File: config.mk
export PLATFORM = sky130hd
export DESIGN_NAME = query_parameter_extractor_core
export DESIGN_NICKNAME = d
export VERILOG_FILES = /design/src/sv/qpe_pkg.sv /design/src/sv/qpe_csr.sv /design/src/sv/qpe_scan.sv /design/src/sv/qpe_outbuf.sv /design/src/sv/query_parameter_extractor_core.sv
export SDC_FILE = /design/constraint.sdc
export NUM_CORES = 1
export LEC_CHECK = 0
export BUFFER_PORTS_ARGS = -buffer_cell sky130_fd_sc_hd__clkbuf_2
export CORE_MARGIN = 3
export CORE_UTILIZATION = 25
export CTS_CLUSTER_DIAMETER = 200
export CTS_CLUSTER_SIZE = 8
export DETAILED_ROUTE_END_ITERATION = 10
export SYNTH_ARGS = -nofsm -noshare
export SYNTH_HDL_FRONTEND = slang
export SYNTH_SLANG_ARGS = --single-unit
File: constraint.sdc
create_clock -name clock -period 3.12 [get_ports clock]
set_clock_uncertainty 0.15 [all_clocks]
set_input_delay 0.312 -clock clock [delete_from_list [all_inputs] [get_ports clock]]
set_output_delay 0.312 -clock clock [all_outputs]
set_load 0.005 [all_outputs]
File: src/sv/qpe_pkg.sv
`default_nettype none
// ---------------------------------------------------------------------------
// qpe_pkg
// Shared types and constants of the query parameter extractor.
// ---------------------------------------------------------------------------
package qpe_pkg;

   localparam int unsigned MAX_NAME_BYTES_DEF = 16;
   localparam int unsigned NAME_BYTES_W       = 128;
   localparam int unsigned NAME_LENGTH_W      = 5;
   localparam int unsigned CSR_DATA_W         = 64;
   localparam int unsigned CSR_INDEX_W        = 2;

   localparam logic [7:0] CHAR_EQUAL = 8'h3D;
   localparam logic [7:0] CHAR_AMP   = 8'h26;

   typedef enum logic [CSR_INDEX_W-1:0] {
      CSR_NAME_LOW    = 2'd0,
      CSR_NAME_HIGH   = 2'd1,
      CSR_NAME_LENGTH = 2'd2
   } csr_index_type;

   typedef enum logic [1:0] {
      KIND_VALUE     = 2'd0,
      KIND_FOUND     = 2'd1,
      KIND_NOT_FOUND = 2'd2
   } kind_type;

   typedef enum logic [3:0] {
      MODE_COMPARE = 4'b0001,
      MODE_SKIP    = 4'b0010,
      MODE_VALUE   = 4'b0100,
      MODE_DONE    = 4'b1000
   } scan_mode_type;

   typedef struct packed {
      logic [NAME_BYTES_W-1:0]  name_bytes;
      logic [NAME_LENGTH_W-1:0] name_length;
   } name_cfg_type;

   typedef struct packed {
      logic [7:0] value_byte;
      kind_type   kind;
      logic       run_last;
   } result_type;

endpackage : qpe_pkg
`default_nettype wire

File: src/sv/qpe_csr.sv
`default_nettype none
// ---------------------------------------------------------------------------
// qpe_csr
// Configuration registers holding the parameter name and its length.
// ---------------------------------------------------------------------------
module qpe_csr (
   input  wire logic                                clock,
   input  wire logic                                reset,
   input  wire logic                                csr_valid,
   output logic                                     csr_ready,
   input  wire logic [qpe_pkg::CSR_INDEX_W-1:0]     csr_index,
   input  wire logic [qpe_pkg::CSR_DATA_W-1:0]      csr_data,
   output qpe_pkg::name_cfg_type                    name_cfg
);
   import qpe_pkg::*;

   logic [CSR_DATA_W-1:0]    name_low_ff, name_low_in;
   logic [CSR_DATA_W-1:0]    name_high_ff, name_high_in;
   logic [NAME_LENGTH_W-1:0] name_length_ff, name_length_in;
   csr_index_type            index;

   assign csr_ready = 1'b1;
   assign index     = csr_index_type'(csr_index);

   always_comb begin
      name_low_in    = name_low_ff;
      name_high_in   = name_high_ff;
      name_length_in = name_length_ff;
      if (csr_valid && csr_ready) begin
         unique case (index)
            CSR_NAME_LOW:    name_low_in    = csr_data;
            CSR_NAME_HIGH:   name_high_in   = csr_data;
            CSR_NAME_LENGTH: name_length_in = csr_data[NAME_LENGTH_W-1:0];
            default:         ;
         endcase
      end
   end

   always_ff @(posedge clock) begin
      if (reset) begin
         name_low_ff    <= '0;
         name_high_ff   <= '0;
         name_length_ff <= '0;
      end else begin
         name_low_ff    <= name_low_in;
         name_high_ff   <= name_high_in;
         name_length_ff <= name_length_in;
      end
   end

   assign name_cfg.name_bytes  = {name_high_ff, name_low_ff};
   assign name_cfg.name_length = name_length_ff;

endmodule : qpe_csr
`default_nettype wire

File: src/sv/qpe_scan.sv
`default_nettype none
// ---------------------------------------------------------------------------
// qpe_scan
// Field scanner: compares each field against the name and decides results.
// ---------------------------------------------------------------------------
module qpe_scan #(
   parameter int unsigned MaxNameBytes = qpe_pkg::MAX_NAME_BYTES_DEF
) (
   input  wire logic                  clock,
   input  wire logic                  reset,
   input  wire logic                  accept,
   input  wire logic [7:0]            data_byte,
   input  wire logic                  end_mark,
   input  wire qpe_pkg::name_cfg_type name_cfg,
   output logic                       result_valid,
   output qpe_pkg::result_type        result
);
   import qpe_pkg::*;

   localparam int unsigned PosW = $clog2(MaxNameBytes + 1);
   localparam logic [NAME_LENGTH_W-1:0] MaxLen = NAME_LENGTH_W'(MaxNameBytes);

   scan_mode_type            mode_ff, mode_in;
   logic [PosW-1:0]          pos_ff, pos_in;
   logic [PosW-1:0]          len;
   logic [NAME_LENGTH_W-1:0] pos_ext;
   logic [7:0]               name_byte;
   logic                     at_len;

   assign len = (name_cfg.name_length > MaxLen) ? PosW'(MaxLen)
                                                : PosW'(name_cfg.name_length);
   assign pos_ext   = NAME_LENGTH_W'(pos_ff);
   assign name_byte = name_cfg.name_bytes[pos_ext[3:0]*8 +: 8];
   assign at_len    = (pos_ff == len);

   always_comb begin
      mode_in             = mode_ff;
      pos_in              = pos_ff;
      result_valid        = 1'b0;
      result.value_byte   = '0;
      result.kind         = KIND_VALUE;
      result.run_last     = 1'b0;
      if (accept) begin
         if (end_mark) begin
            mode_in = MODE_COMPARE;
            pos_in  = '0;
            if (mode_ff == MODE_VALUE || (mode_ff == MODE_COMPARE && at_len)) begin
               result_valid    = 1'b1;
               result.kind     = KIND_FOUND;
               result.run_last = 1'b1;
            end else if (mode_ff != MODE_DONE) begin
               result_valid    = 1'b1;
               result.kind     = KIND_NOT_FOUND;
               result.run_last = 1'b1;
            end
         end else begin
            unique case (mode_ff)
               MODE_COMPARE: begin
                  priority if (data_byte == CHAR_AMP) begin
                     if (at_len) begin
                        result_valid    = 1'b1;
                        result.kind     = KIND_FOUND;
                        result.run_last = 1'b1;
                        mode_in         = MODE_DONE;
                     end
                     pos_in = '0;
                  end else if (pos_ff >= len) begin
                     mode_in = (data_byte == CHAR_EQUAL) ? MODE_VALUE : MODE_SKIP;
                  end else if (data_byte == name_byte) begin
                     pos_in = pos_ff + 1'b1;
                  end else begin
                     mode_in = MODE_SKIP;
                  end
               end
               MODE_SKIP: begin
                  if (data_byte == CHAR_AMP) begin
                     mode_in = MODE_COMPARE;
                     pos_in  = '0;
                  end
               end
               MODE_VALUE: begin
                  result_valid = 1'b1;
                  if (data_byte == CHAR_AMP) begin
                     result.kind     = KIND_FOUND;
                     result.run_last = 1'b1;
                     mode_in         = MODE_DONE;
                  end else begin
                     result.value_byte = data_byte;
                  end
               end
               MODE_DONE: ;
               default: begin
                  mode_in = MODE_COMPARE;
                  pos_in  = '0;
               end
            endcase
         end
      end
   end

   always_ff @(posedge clock) begin
      if (reset) begin
         mode_ff <= MODE_COMPARE;
         pos_ff  <= '0;
      end else begin
         mode_ff <= mode_in;
         pos_ff  <= pos_in;
      end
   end

   // The end marker always brings the scanner back to the start of a field.
   a_end_restarts: assert property (@(posedge clock) disable iff (reset)
      accept && end_mark |=> mode_ff == MODE_COMPARE && pos_ff == '0)
      else $error("scanner did not restart after end marker");

   // Terminal results carry run_last, value bytes do not.
   a_last_on_terminal: assert property (@(posedge clock) disable iff (reset)
      result_valid |-> (result.run_last == (result.kind != KIND_VALUE)))
      else $error("run_last disagrees with result kind");

   // The name position never runs past the effective name length.
   a_pos_bounded: assert property (@(posedge clock) disable iff (reset)
      mode_ff == MODE_COMPARE |-> pos_ff <= len)
      else $error("name position beyond name length");

endmodule : qpe_scan
`default_nettype wire

File: src/sv/qpe_outbuf.sv
`default_nettype none
// ---------------------------------------------------------------------------
// qpe_outbuf
// Result register with a skid stage; the input stalls only when both fill.
// ---------------------------------------------------------------------------
module qpe_outbuf (
   input  wire logic                clock,
   input  wire logic                reset,
   input  wire logic                push,
   input  wire qpe_pkg::result_type push_data,
   output logic                     full,
   output logic                     out_valid,
   input  wire logic                out_stall,
   output qpe_pkg::result_type      out_data
);
   import qpe_pkg::*;

   logic       out_valid_ff, out_valid_in;
   logic       skid_valid_ff, skid_valid_in;
   result_type out_data_ff, out_data_in;
   result_type skid_data_ff, skid_data_in;
   logic       take;

   assign take = out_valid_ff && !out_stall;

   always_comb begin
      out_valid_in  = out_valid_ff;
      skid_valid_in = skid_valid_ff;
      out_data_in   = out_data_ff;
      skid_data_in  = skid_data_ff;
      if (skid_valid_ff) begin
         if (take) begin
            out_data_in   = skid_data_ff;
            skid_valid_in = 1'b0;
         end
      end else if (push) begin
         if (!out_valid_ff || take) begin
            out_data_in  = push_data;
            out_valid_in = 1'b1;
         end else begin
            skid_data_in  = push_data;
            skid_valid_in = 1'b1;
         end
      end else if (take) begin
         out_valid_in = 1'b0;
      end
   end

   always_ff @(posedge clock) begin
      if (reset) begin
         out_valid_ff  <= 1'b0;
         skid_valid_ff <= 1'b0;
      end else begin
         out_valid_ff  <= out_valid_in;
         skid_valid_ff <= skid_valid_in;
      end
      out_data_ff  <= out_data_in;
      skid_data_ff <= skid_data_in;
   end

   assign full      = skid_valid_ff;
   assign out_valid = out_valid_ff;
   assign out_data  = out_data_ff;

   // The skid stage only holds data while the result register is occupied.
   a_skid_behind_out: assert property (@(posedge clock) disable iff (reset)
      skid_valid_ff |-> out_valid_ff)
      else $error("skid stage filled while result register empty");

   // The skid stage fills only when a held result was stalled.
   a_skid_fill_cause: assert property (@(posedge clock) disable iff (reset)
      !skid_valid_ff && skid_valid_in |-> out_valid_ff && out_stall && push)
      else $error("skid stage filled without a stalled result");

   // No push arrives while both stages are full.
   a_no_overrun: assert property (@(posedge clock) disable iff (reset)
      skid_valid_ff |-> !push)
      else $error("transaction pushed into a full buffer");

endmodule : qpe_outbuf
`default_nettype wire

File: src/sv/query_parameter_extractor_core.sv
`default_nettype none
// ---------------------------------------------------------------------------
// query_parameter_extractor_core
// Extracts the value of one named parameter from a byte-wide query string.
// ---------------------------------------------------------------------------
//
//  Channel  Direction  Handshake            Transaction
//  req_     in         req_valid/req_stall  one string byte or the end marker
//  rsp_     out        rsp_valid/rsp_stall  value byte, found or not found
//  csr_     in         csr_valid/csr_ready  write of one name register
//
// One request transaction is taken per clock unless req_stall is high; its
// result, if any, is registered in the result register or the skid stage.
// The scan state updates in the same cycle that the transaction is accepted.
// A result register plus a skid stage absorb a stalled response; req_stall
// rises only when both hold a pending transaction.
// Reset is synchronous and clears the scan state, the name registers and
// the output buffer.
// ---------------------------------------------------------------------------
module query_parameter_extractor_core #(
   parameter int unsigned MaxNameBytes = qpe_pkg::MAX_NAME_BYTES_DEF
) (
   input  wire logic                            clock,
   input  wire logic                            reset,
   // Request channel.
   input  wire logic                            req_valid,
   output logic                                 req_stall,
   input  wire logic [7:0]                      req_data_byte,
   input  wire logic                            req_end_mark,
   // Response channel.
   output logic                                 rsp_valid,
   input  wire logic                            rsp_stall,
   output logic [7:0]                           rsp_value_byte,
   output qpe_pkg::kind_type                    rsp_kind,
   output logic                                 rsp_run_last,
   // Configuration write channel.
   input  wire logic                            csr_valid,
   output logic                                 csr_ready,
   input  wire logic [qpe_pkg::CSR_INDEX_W-1:0] csr_index,
   input  wire logic [qpe_pkg::CSR_DATA_W-1:0]  csr_data
);
   import qpe_pkg::*;

   name_cfg_type name_cfg;
   logic         accept;
   logic         result_valid;
   result_type   result;
   result_type   rsp_data;
   logic         buf_full;

   // A request transaction is accepted whenever the skid stage is free.
   assign req_stall = buf_full;
   assign accept    = req_valid && !req_stall;

   qpe_csr u_csr (
      .clock     (clock),
      .reset     (reset),
      .csr_valid (csr_valid),
      .csr_ready (csr_ready),
      .csr_index (csr_index),
      .csr_data  (csr_data),
      .name_cfg  (name_cfg)
   );

   // The scanner decides, in the accept cycle, whether this byte produces
   // a value byte, a terminal result, or nothing at all.
   qpe_scan #(
      .MaxNameBytes (MaxNameBytes)
   ) u_scan (
      .clock        (clock),
      .reset        (reset),
      .accept       (accept),
      .data_byte    (req_data_byte),
      .end_mark     (req_end_mark),
      .name_cfg     (name_cfg),
      .result_valid (result_valid),
      .result       (result)
   );

   // Results land in the result register, or in the skid stage when the
   // result register is holding a stalled transaction.
   qpe_outbuf u_outbuf (
      .clock     (clock),
      .reset     (reset),
      .push      (result_valid),
      .push_data (result),
      .full      (buf_full),
      .out_valid (rsp_valid),
      .out_stall (rsp_stall),
      .out_data  (rsp_data)
   );

   assign rsp_value_byte = rsp_data.value_byte;
   assign rsp_kind       = rsp_data.kind;
   assign rsp_run_last   = rsp_data.run_last;

endmodule : query_parameter_extractor_core
`default_nettype wire

Word-level counts from Yosys, hierarchy flattened
Cells that the tools add are included.

storage, ports and cells
  flip-flop bits (word level) = 166
  output and inout port bits = 14
  input port bits = 80
  logic and storage cells = 106

operators by class
  $lt $le $gt $ge = 2
  shifts and indexed selects = 1
  mux-type cells = 45
  bitwise gates (word level) = 2
  equality and inequality tests = 21
  add/sub/neg operators = 1
  reduce and logical (&&, ||, !) cells = 21

operators with widths
  cell                                                                   number
  128-bit by 8-bit indexed part select with 8-bit output                 1
  11-bit two-way mux                                                     5
  5-bit two-way mux                                                      6
  4-bit two-way mux                                                      7
  8-bit two-way mux                                                      3
  8-bit by 6-bit equality test with 1-bit output, second input constant  2
  4-bit one-hot mux with 4 select lines                                  1
  3-bit two-way mux                                                      5
  5-bit one-hot mux with 3 select lines                                  1
  1-bit two-way mux                                                      13
  4-bit inequality test, second input constant                           3
  3-bit AND reduction                                                    3
  8-bit equality test                                                    1
  3-bit one-hot mux with 2 select lines                                  1
  2-bit AND reduction                                                    3
  6-bit AND reduction                                                    1
  2-bit nonzero test                                                     3
  5-bit by 1-bit adder with 5-bit output, second input constant          1
  5-bit equality test                                                    1
  5-bit greater-or-equal comparator                                      1
  5-bit greater-than comparator, second input constant                   1
  5-bit inequality test, second input constant                           1
  5-bit AND reduction                                                    1
  4-bit by 1-bit equality test with 1-bit output, second input constant  1
  18 further kinds                                                       27

Logic depth before layout (Yosys ltp)
  word-level depth = 11
  mapped depth = 11
  mapped depth without buffers = 11

Hierarchy
Synthesis repeated with hierarchy kept, for this count alone.

second synthesis, totals
  cell total of the unflattened synthesis = 777
  area total of the unflattened synthesis = 8,498.2 um^2

by module, submodules not included
  module                          cells an instance  instances  area an instance (um^2)  sequential area each (um^2)
  qpe_csr                         506                1          5,447.7                  2,662.6
  qpe_scan                        223                1          2,100.8                  180.2
  qpe_outbuf                      47                 1          935.9                    700.7
  query_parameter_extractor_core  1                  1          13.8                     0.0

Worst setup path before layout
Ideal clock, no wire load.

  path kind = input -> register
  start = in req_data_byte[7]
  end = reg u_outbuf.out_data_ff, in the netlist u_outbuf.out_data[0] (enable)
  arrival time = 2.501 ns
  buffers on the path = 1
  stages on the path = 7
  library setup time = 0.396 ns
  path slack = 0.073 ns
  required time = 2.574 ns
  path through = nor4bb_1 -> and4_1 -> clkbuf_1 -> a21oi_1 -> a2111oi_0 -> o21ai_0 -> a21boi_0

on the way
  word-level cells in the longest chain between the ends = 7

ends and longest elaborated chain
  what                                            line                                  RTL
  from (decl)                                     query_parameter_extractor_core.sv:28  input wire logic [7:0] req_data_byte,
  8-bit by 6-bit equality test with 1-bit output  qpe_scan.sv:59                        priority if (data_byte == CHAR_AMP) begin
  1-bit two-way mux                               qpe_scan.sv:59
  1-bit one-hot mux with 2 select lines           qpe_scan.sv:57                        unique case (mode_ff)
  1-bit two-way mux                               qpe_scan.sv:44                        if (end_mark) begin
  1-bit two-way mux                               qpe_scan.sv:43                        if (accept) begin
  2-bit nonzero test (no line)                    -
  3-bit AND reduction (no line)                   -
  to (signal assigned)                            qpe_outbuf.sv:57                      out_data_ff <= out_data_in;
  to (decl)                                       qpe_outbuf.sv:20                      result_type out_data_ff, out_data_in;

Every way passes these cells.
A chain may end at the register's enable or synchronous reset.

Worst setup path after layout
  start = reg u_scan.pos_ff[0] (netlist: u_scan.pos_ext[0])
  end = reg u_scan.pos_ff[4] (netlist: u_scan.pos_ext[4])

on the way
  word-level cells in the longest chain between the ends = 6
  elaborated cells on any way between the ends = 12
  those cells by class = add/sub (1); order compare (1); eq/ne (3); shift (1); mux (5); reduce/logical (1)

ends and longest elaborated chain
  what                                                                                            line             RTL
  from (decl)                                                                                     qpe_scan.sv:24   logic [PosW-1:0] pos_ff, pos_in;
  from (signal assigned)                                                                          qpe_scan.sv:107  pos_ff <= pos_in;
  branches (longest 6 deep; another with 128-bit by 8-bit indexed part select with 8-bit output)  -

Several ways; the timed one is not identified. The select of a mux whose other input is x is not followed.

==> impl_metrics.ini <==
[route]
drc = 0
vias_per_cell = 4.65
drtIter0Drc = 545
dr_total_vias = 6369
post_drt_wl_per_cell_um = 15.9
firstDrtPassIters = 5
routed_wirelength_mm = 21.7
ant_nets = 0

[clock_tree]
cts_tree = done
path_clk_slew_ns = 0.07
clk_path_buf_depth = 2
clk_latency_ns = 0.43
ctsRootBufferMaster = clkbuf_16
clock-sinks = 166
cts-htree-levels = 4
cts-buffers-inserted = 17

[sta]
tightest_slew_ns = 0.898
slew-limit-headroom_pct = 40.1
tns_ns = 0
timing.final.crit_share_pct = 96.3
slew_violations = 0
setup_viol = 0
max_clock_freq_mhz = 333
hold_viol = 0
fin_crit_ns = 3.01
rsz0062_at_grt = no

[setup_path]
cp-start-kind = register
required_ns = 3.33
cp-end-kind = register
cp_max_fo = 6
crit_arrival_ns = 3.22
crit_type = register to register

[pwr]
powerDensity_mw_per_mm2 = 503
p_leak_nw = 3.64
ir_worst_vdd_uv = 356

[finish]
drive_gt1_share_pct = 19.8
nNetsFinal = 1060
instances_no_fill = 1371
syn_to_final_growth_pct = 29.5
diodes = 0

[logic_synthesis]
seq_area_frac_synth_pct = 47.4
synth_edf_count = 22
synth_cells = 834
syn_nets = 920
yosys_most_used_dff = dfxtp_1
yosysWarnings = 0
synth_top_area_share_pct = 38.6
yosys_register_bits = 166
async_flop_share_pct = 0
synth_most_common_cell = nand2_1
synth_area_mm2 = 0.00747
ys_top_cells_by_count = nand2_1, dfxtp_1, a21oi_1
synth_area_leader_cell = dfxtp_1
avgSynthCellArea_um2 = 8.96
synth_area_leaders = dfxtp_1, nand2_1, a21oi_1
synth_cell_types = 53

[floorplanning]
initial_core_util_pct = 25.7
die_area_mm2 = 0.0320
ios = 94
die_w_um = 179
core_area_mm2 = 0.0291
placementRows = 62
die_h_um = 179

[placed_design]
gp_congestion = 0.827
port_buffers = 92
post-place-cells = 1276
hpwl_mm = 15.4

[worst_hold_path]
hp-class = input pin to register

[outcome]
status = complete, no violations

[global_route]
grt_pass1_wl_mm = 33.7
grt_overflow = 0
grt_max_degree = 80
track_usage_pct = 13.7
antenna_found_initial = 1
grt_pass1_vias = 6003

[job]
drv_cap = 0
==> metal layers <==
metal | track usage, % | routed length [um] | vias to the layer above | share of wire (%)
li1 | - | - | 3150 | -
met1 | 19.3 | 10200 | 3023 | 47
met2 | 21.1 | 9890 | 178 | 45
met3 | 3.35 | 1430 | 16 | 6.6
met4 | 3.15 | 227 | 2 | 1.0
met5 | 0 | 13 | - | 0.060
==> registers in the layout, indices dropped and copies added (netlist names) <==
name / cells
u_csr.name_high_ff: 64
u_csr.name_length_ff: 5
u_csr.name_low_ff: 64
u_outbuf.full: 1
u_outbuf.out_data: 11
u_outbuf.out_valid: 1
u_outbuf.skid_data_ff: 11
u_scan.mode_ff: 4
u_scan.pos_ext: 5
==> report_power, final <==
group | total, mW | switching [mW] | internal (mW)
clock | 2.18 | 0.958 | 1.22
combinational | 0.417 | 0.230 | 0.186
sequential | 2.27 | 0.0447 | 2.23
total | 4.86 | 1.23 | 3.63
==> cell type report <==
| cell class | instances | area, um^2 |
|---|---|---|
| Multi-Input combinational cell | 595 | 3620 |
| Fill cell | 3007 | 19400 |
| Clock inverter | 14 | 184 |
| Inverter | 12 | 45.0 |
| Clock buffer | 18 | 429 |
| Sequential cell | 166 | 3550 |
| Timing Repair Buffer | 182 | 1370 |
| Tap cell | 384 | 480 |
==> cells by family after synthesis <==
kind of cell,share of synthesized area (%)
adder cells (fa/ha/maj),1.00
XOR/XNOR,1.52
other,0.0502
flip-flops,47.4
buffers and inverters,4.29
AND/OR/NAND/NOR,19.5
multiplexers,12.6
AO/OA/AOI/OAI,13.6
==> critical path, cell delays in order (launching register included) <==
cell and delay, ns:
dfxtp_4 0.38, buf_12 0.13, mux4_1 0.53, mux2i_1 0.19
xor2_1 0.16, nand3_1 0.14, a2111oi_4 0.48, nand3_4 0.12
or4_1 0.49, a31oi_1 0.16
==> final timing paths <==
kind                                                     startpoint                             endpoint  slack, ns  cells after the start
worst max-delay path                 u_scan.pos_ext[0]$_SDFFE_PP0P_       u_scan.pos_ext[4]$_SDFFE_PP0P_       0.11                      9
worst min-delay path                                   csr_data[33]  u_csr.name_high_ff[33]$_SDFFE_PP0P_       0.02                      3
worst max register to register       u_scan.pos_ext[0]$_SDFFE_PP0P_       u_scan.pos_ext[4]$_SDFFE_PP0P_       0.11                      9
worst min register to register  u_csr.name_high_ff[26]$_SDFFE_PP0P_  u_csr.name_high_ff[26]$_SDFFE_PP0P_       0.31                      2
==> cells in the final DEF, fill, tap and decap left out, drive strengths merged, types with 2 or more instances in the layout <==
cell and count:
a21o 14, or2 3, o211ai 3, bufinv 2, clkbuf 110, inv 19
a22oi 3, a21oi 137, nand3b 2, edfxtp 22, and2 9, xnor2 4
or4 4, mux4 32, buf 32, nand2 271, clkinv 4, nand2b 3
o21ai 5, ha 6, dlygate4sd3 58, nor2 17, mux2i 19, and3 2
a2111oi 3, xor2 9, or3 3, nor2b 7, nor3 5, a31oi 6
nand3 10, dfxtp 144, o31ai 3, and4 2
==> through the flow <==
step | utilization (%) | cell area [um^2] | hold slack, ns | power (mW) | setup slack (ns)
global placement | 28.9 | 8420 | 0.289 | 2.67 | 0.0765
floorplan | - | 7470 | 0.282 | 2.51 | 0.0726
CTS | 33.0 | 9610 | 0.00749 | 4.91 | 0.0162
global route | 33.3 | 9680 | 0.00776 | 5.07 | 0.00956
finish | 33.3 | 9680 | 0.0157 | 4.86 | 0.114
detailed placement | 28.9 | 8420 | 0.297 | 2.68 | 0.0294
==> timing repair <==
action | in CTS | in global routing
endpoints found under the setup margin | 0 | 12
hold buffers | 58 | 0
setup buffers | 0 | 4
gates resized for setup | 0 | 12
endpoints found under the hold margin | 113 | 0
Note: power is estimated with default switching activity, not from simulation.
